$ cat src/rtl/dtp_ram.sv
`default_nettype none

module dtp_ram #(
  parameter int unsigned WIDTH = 8,
  parameter int unsigned DEPTH = 64
) (
  input  wire logic                     clk_i,
  input  wire logic                     we_i,
  input  wire logic [$clog2(DEPTH)-1:0] waddr_i,
  input  wire logic [WIDTH-1:0]         wdata_i,
  input  wire logic [$clog2(DEPTH)-1:0] raddr_i,
  output logic      [WIDTH-1:0]         rdata_o
);

  logic [WIDTH-1:0] mem_q [DEPTH];
  logic [WIDTH-1:0] rdata_q;

  // Write one entry, register the read
  always_ff @(posedge clk_i) begin
    if (we_i) begin
      mem_q[waddr_i] <= wdata_i;
    end
    rdata_q <= mem_q[raddr_i];
  end

  assign rdata_o = rdata_q;

endmodule

`default_nettype wire

$ cat config.mk
export PLATFORM = sky130hd
export DESIGN_NAME = dtp_ram
export DESIGN_NICKNAME = d
export VERILOG_FILES = /design/src/rtl/dtp_ram.sv
export SDC_FILE = /design/constraint.sdc
export NUM_CORES = 1
export LEC_CHECK = 0
export BUFFER_PORTS_ARGS = -buffer_cell sky130_fd_sc_hd__buf_2
export CORE_UTILIZATION = 62
export DETAILED_ROUTE_END_ITERATION = 16
export GPL_ROUTABILITY_DRIVEN = 0
export PLACE_DENSITY = 0.88
export REMOVE_ABC_BUFFERS = 1
export SLEW_MARGIN = 20
export SYNTH_ARGS = -nofsm -noshare
export SYNTH_HDL_FRONTEND = slang
export SYNTH_SLANG_ARGS = --single-unit
$ cat constraint.sdc
create_clock -name clk_i -period 2.2 [get_ports clk_i]
set_input_delay 0.11 -clock clk_i [delete_from_list [all_inputs] [get_ports clk_i]]
set_output_delay 0.11 -clock clk_i [all_outputs]
set_load 0.005 [all_outputs]
* Word level (Yosys, flattened, before mapping)
Memory sizes are Yosys's and may differ from the RTL's. A register that Yosys moved wholly into a read port is not among the register bits. Cells that the tools add are included.
Word-level totals: flip-flop bits (word level) 0, bits in writable memories 512, output and inout bits 8, memories 1
Operators by class: muxes and demuxes 2
Memory list:
- mem_q | depth 64, width 8, read ports 1, clocked after memory_dff 1, wr ports 1, line 15 | logic [WIDTH-1:0] mem_q [DEPTH];
Operators with widths (number):
- $mux 1 | 2

* Longest topological paths before layout
depth in word-level cells 2, gate-level depth with buffers 9

* Worst setup path after synthesis
OpenSTA, ideal clock, no wires.
path kind input port to flip-flop, start input port raddr_i[1], end register rdata_q[3], in the netlist rdata_o[3], read port of mem_q, arrival 1650 ps, data required time 2072 ps, setup slack 422 ps, stages 7, cell sequence buf_4 -> buf_2 -> buf_2 -> mux4_2 -> mux4_2 -> o21ai_1 -> o41ai_1
RTL lines:
- start: declaration | line 11 | input wire logic [$clog2(DEPTH)-1:0] raddr_i,
- end: declaration | line 16 | logic [WIDTH-1:0] rdata_q;

==> impl_metrics.env <==
export IMPL_numClockSinks=520
export IMPL_synth_seq_area_share=0.770
export IMPL_hold_path_class="input pin to flop"
export IMPL_max_cap_violations=0
export IMPL_status="finished, final reports clean"
export IMPL_ys_seq_elements=520
export IMPL_clk_path_buf_depth=3
export IMPL_postCtsSetupBuffers=0
export IMPL_pin_count=30
export IMPL_grt_pass1_wl_um=73400
export IMPL_place_inst=1483
export IMPL_r2r_end="rdata_o[4]$_DFF_P_"
export IMPL_grt_max_degree=65
export IMPL_path_class="flop to flop"
export IMPL_routedWlPerCell_um=31.7
export IMPL_drt_iter0_drc=1783
export IMPL_tns_ns=0
export IMPL_ant_nets=0
export IMPL_grt_antenna_before_repair=2
export IMPL_synth_top_cell_by_area="edfxtp_1"
export IMPL_r2r_slack_ns=0.03
export IMPL_drc=0
export IMPL_cp_required_ns=2.60
export IMPL_cts_root_buffer="clkbuf_16"
export IMPL_critPathTopFamily="multiplexers"
export IMPL_fin_cells=1578
export IMPL_synthMuxAreaShare=0.159
export IMPL_cp_max_fo=1
export IMPL_core_mm2=0.0318
export IMPL_cts_tree="yes"
export IMPL_power_uw=20400
export IMPL_synth_edff_count=512
export IMPL_dp_final_hpwl_um=29900
export IMPL_setup_violations_final=0
export IMPL_crit_arrival_ns=2.58
export IMPL_cp_startpoint="mem_q[28][4]$_DFFE_PP_"
export IMPL_rsz0062_at_grt="no"
export IMPL_maxSlewViolCount=0
export IMPL_postSynthAreaPerCell_um2=21.5
export IMPL_dieHeight_um=182
export IMPL_wl_um=50000
export IMPL_layout_drive_gt1_share=0.329
export IMPL_synth_top_flop_cell="edfxtp_1"
export IMPL_ys_top_cells_by_count="edfxtp_1 (512), mux4_2 (126), nor2_1 (83)"
export IMPL_synth_area_leaders="edfxtp_1 (76%), mux4_2 (14%), nor2_1 (1.5%), mux2i_1 (1.1%), dfxtp_1 (0.79%)"
export IMPL_grt_overflow=0
export IMPL_cp_depth=5
export IMPL_leakagePower_uw=0.00755
export IMPL_grt_pass1_vias=11100
export IMPL_yosys_warnings=0
export IMPL_synth_xor_xnor_area_share=0
export IMPL_htreeDepth=2
export IMPL_yosys_area_top_type_share=0.762
export IMPL_vias=11000
export IMPL_tightest_slew_ns=0.780
export IMPL_peakVddDrop_uv=745
export IMPL_synth_simple_area_share=0.0339
export IMPL_fmax_ghz=0.460
export IMPL_fin_crit_ns=2.17
export IMPL_final_hold_violation_count=0
export IMPL_worstReg2RegStart="mem_q[28][4]$_DFFE_PP_"
export IMPL_nets=1122
export IMPL_initial_utilization=0.634
export IMPL_numPortBuffers=29
export IMPL_endpoint_kind="flop"
export IMPL_path_cells="mux4_2 -> mux2_2 -> o221a_2 -> nor3_4 -> o32ai_1"
export IMPL_critPathCapture="rdata_o[4]$_DFF_P_"
export IMPL_critPathMaxStageDelay_ns=0.51
export IMPL_clock_skew_ns=0.0236
export IMPL_p_per_area_mw_per_mm2=877
export IMPL_synthMostInstantiatedCell="edfxtp_1"
export IMPL_areaGrowthSynthToFinish_pct=15.2
export IMPL_syn_instance_count=940
export IMPL_worstRegToRegCells=5
export IMPL_die_area_mm2=0.0333
export IMPL_cp_start_kind="flop"
export IMPL_synth_area_mm2=0.0202
export IMPL_row_count=65
export IMPL_clock_latency_ns=0.56
export IMPL_multiInputGateArea_mm2=0.00433
export IMPL_yosysUniqueCellTypes=40
export IMPL_path_buf_inv=0
export IMPL_cts_buffers=49
export IMPL_fin_ws_ns=0.0275
export IMPL_synth_fa_ha_area_frac=0
export IMPL_synth_top_family_by_area="multiplexers"
export IMPL_synthArstFlopShare=0
export IMPL_fp_dieW_um=182
export IMPL_synth_compound_area_frac=0.0207
export IMPL_place_ws_ns=-0.148
export IMPL_worst_slew_margin_rel=0.480
export IMPL_fillers=1625
export IMPL_cpMaxStageDelayCell="mux4_2"
export IMPL_firstDrtPassIters=6
export IMPL_seqCellArea_mm2=0.0155
export IMPL_clk_pin_slew_worst_paths_ns=0.07
export IMPL_fin_crit_sh=0.987
export IMPL_grt_use_total=0.312
export IMPL_via_per_inst=6.96
-- cell usage in the layout (no fill, tap or decap), drive strengths merged, types with 2 or more instances in the layout --
cell type	n
edfxtp	512
buf	158
mux4	126
nor2	83
clkbuf	60
clkinv	24
mux2i	23
nand2	19
nor2b	14
mux2	13
nand3	13
o221ai	8
o22ai	8
dfxtp	8
nand2b	7
nor3	7
a221oi	6
a211oi	4
clkinvlp	4
o21ai	4
nand3b	3
a21oi	3
a22oi	3
o2111ai	3
o2bb2ai	3
bufinv	3
diode	2
o221a	2
nor4	2
o32ai	2
o21a	2
o41ai	2
nand4	2
inv	2
a2111oi	2
-- logic make-up (layout without fill, tap and decap cells) --
| group | after synthesis | in the layout |
|---|---|---|
| other | 0 | 2 |
| multiplexers | 162 | 162 |
| flip-flops | 520 | 520 |
| buffers and inverters | 51 | 252 |
| AO/OA/AOI/OAI | 54 | 54 |
| AND/OR/NAND/NOR | 153 | 153 |
-- stage by stage --
stage / hold slack [ns] / instance area (um^2) / utilization
3_5_place_dp: 0.528 / 21600 / 0.680
5_1_grt: 0.0470 / 23200 / 0.730
2_1_floorplan: 0.209 / 19900 / -
6_report: 0.0526 / 23200 / 0.730
4_1_cts: 0.00263 / 23200 / 0.730
3_3_place_gp: 0.533 / 21600 / 0.680
-- area by class of cell --
class,instances,area share
Sequential cell,520,0.669
Multi-Input combinational cell,369,0.186
Clock buffer,59,0.0575
Timing Repair Buffer,160,0.0531
Tap cell,435,0.0234
Clock inverter,33,0.0104
Antenna cell,2,0.000216
-- state kept, by name, summed over array words and instances (netlist names) --
signal,count
mem_q,512
rdata_o,8
-- worst min path at each step --
stage / startpoint / to / depth (start not counted)
2_1_floorplan: wdata_i[0] / mem_q[0][0]$_DFFE_PP_ / 0
3_3_place_gp: rdata_o[2]$_DFF_P_ / rdata_o[2] / 1
3_5_place_dp: rdata_o[2]$_DFF_P_ / rdata_o[2] / 1
4_1_cts: wdata_i[1] / mem_q[22][1]$_DFFE_PP_ / 1
5_1_grt: raddr_i[5] / rdata_o[2]$_DFF_P_ / 3
6_report: wdata_i[2] / mem_q[12][2]$_DFFE_PP_ / 1
-- where the power goes --
part           leakage, uW  internal [uW]  switching, uW
clock             0.000771           4680           3580
sequential         0.00467          11000           44.8
combinational      0.00211            436            673
total              0.00755          16100           4300
-- repair_timing --
action / 4_1_cts / 5_1_grt
endpoints found under the hold margin: 0 / 4
hold buffers: 0 / 1
gates cloned: 0 / 0
resized for setup: 1 / 2
endpoints found under the setup margin: 1 / 2
-- routing by layer --
| layer | share of wire | GRT usage | up-vias |
|---|---|---|---|
| met5 | 0 | 0 | - |
| met4 | 0.037 | 0.107 | 0 |
| met3 | 0.13 | 0.0633 | 144 |
| met2 | 0.49 | 0.509 | 1005 |
| met1 | 0.34 | 0.428 | 5583 |
| li1 | - | - | 4258 |
(Power assumes the default switching activity.)
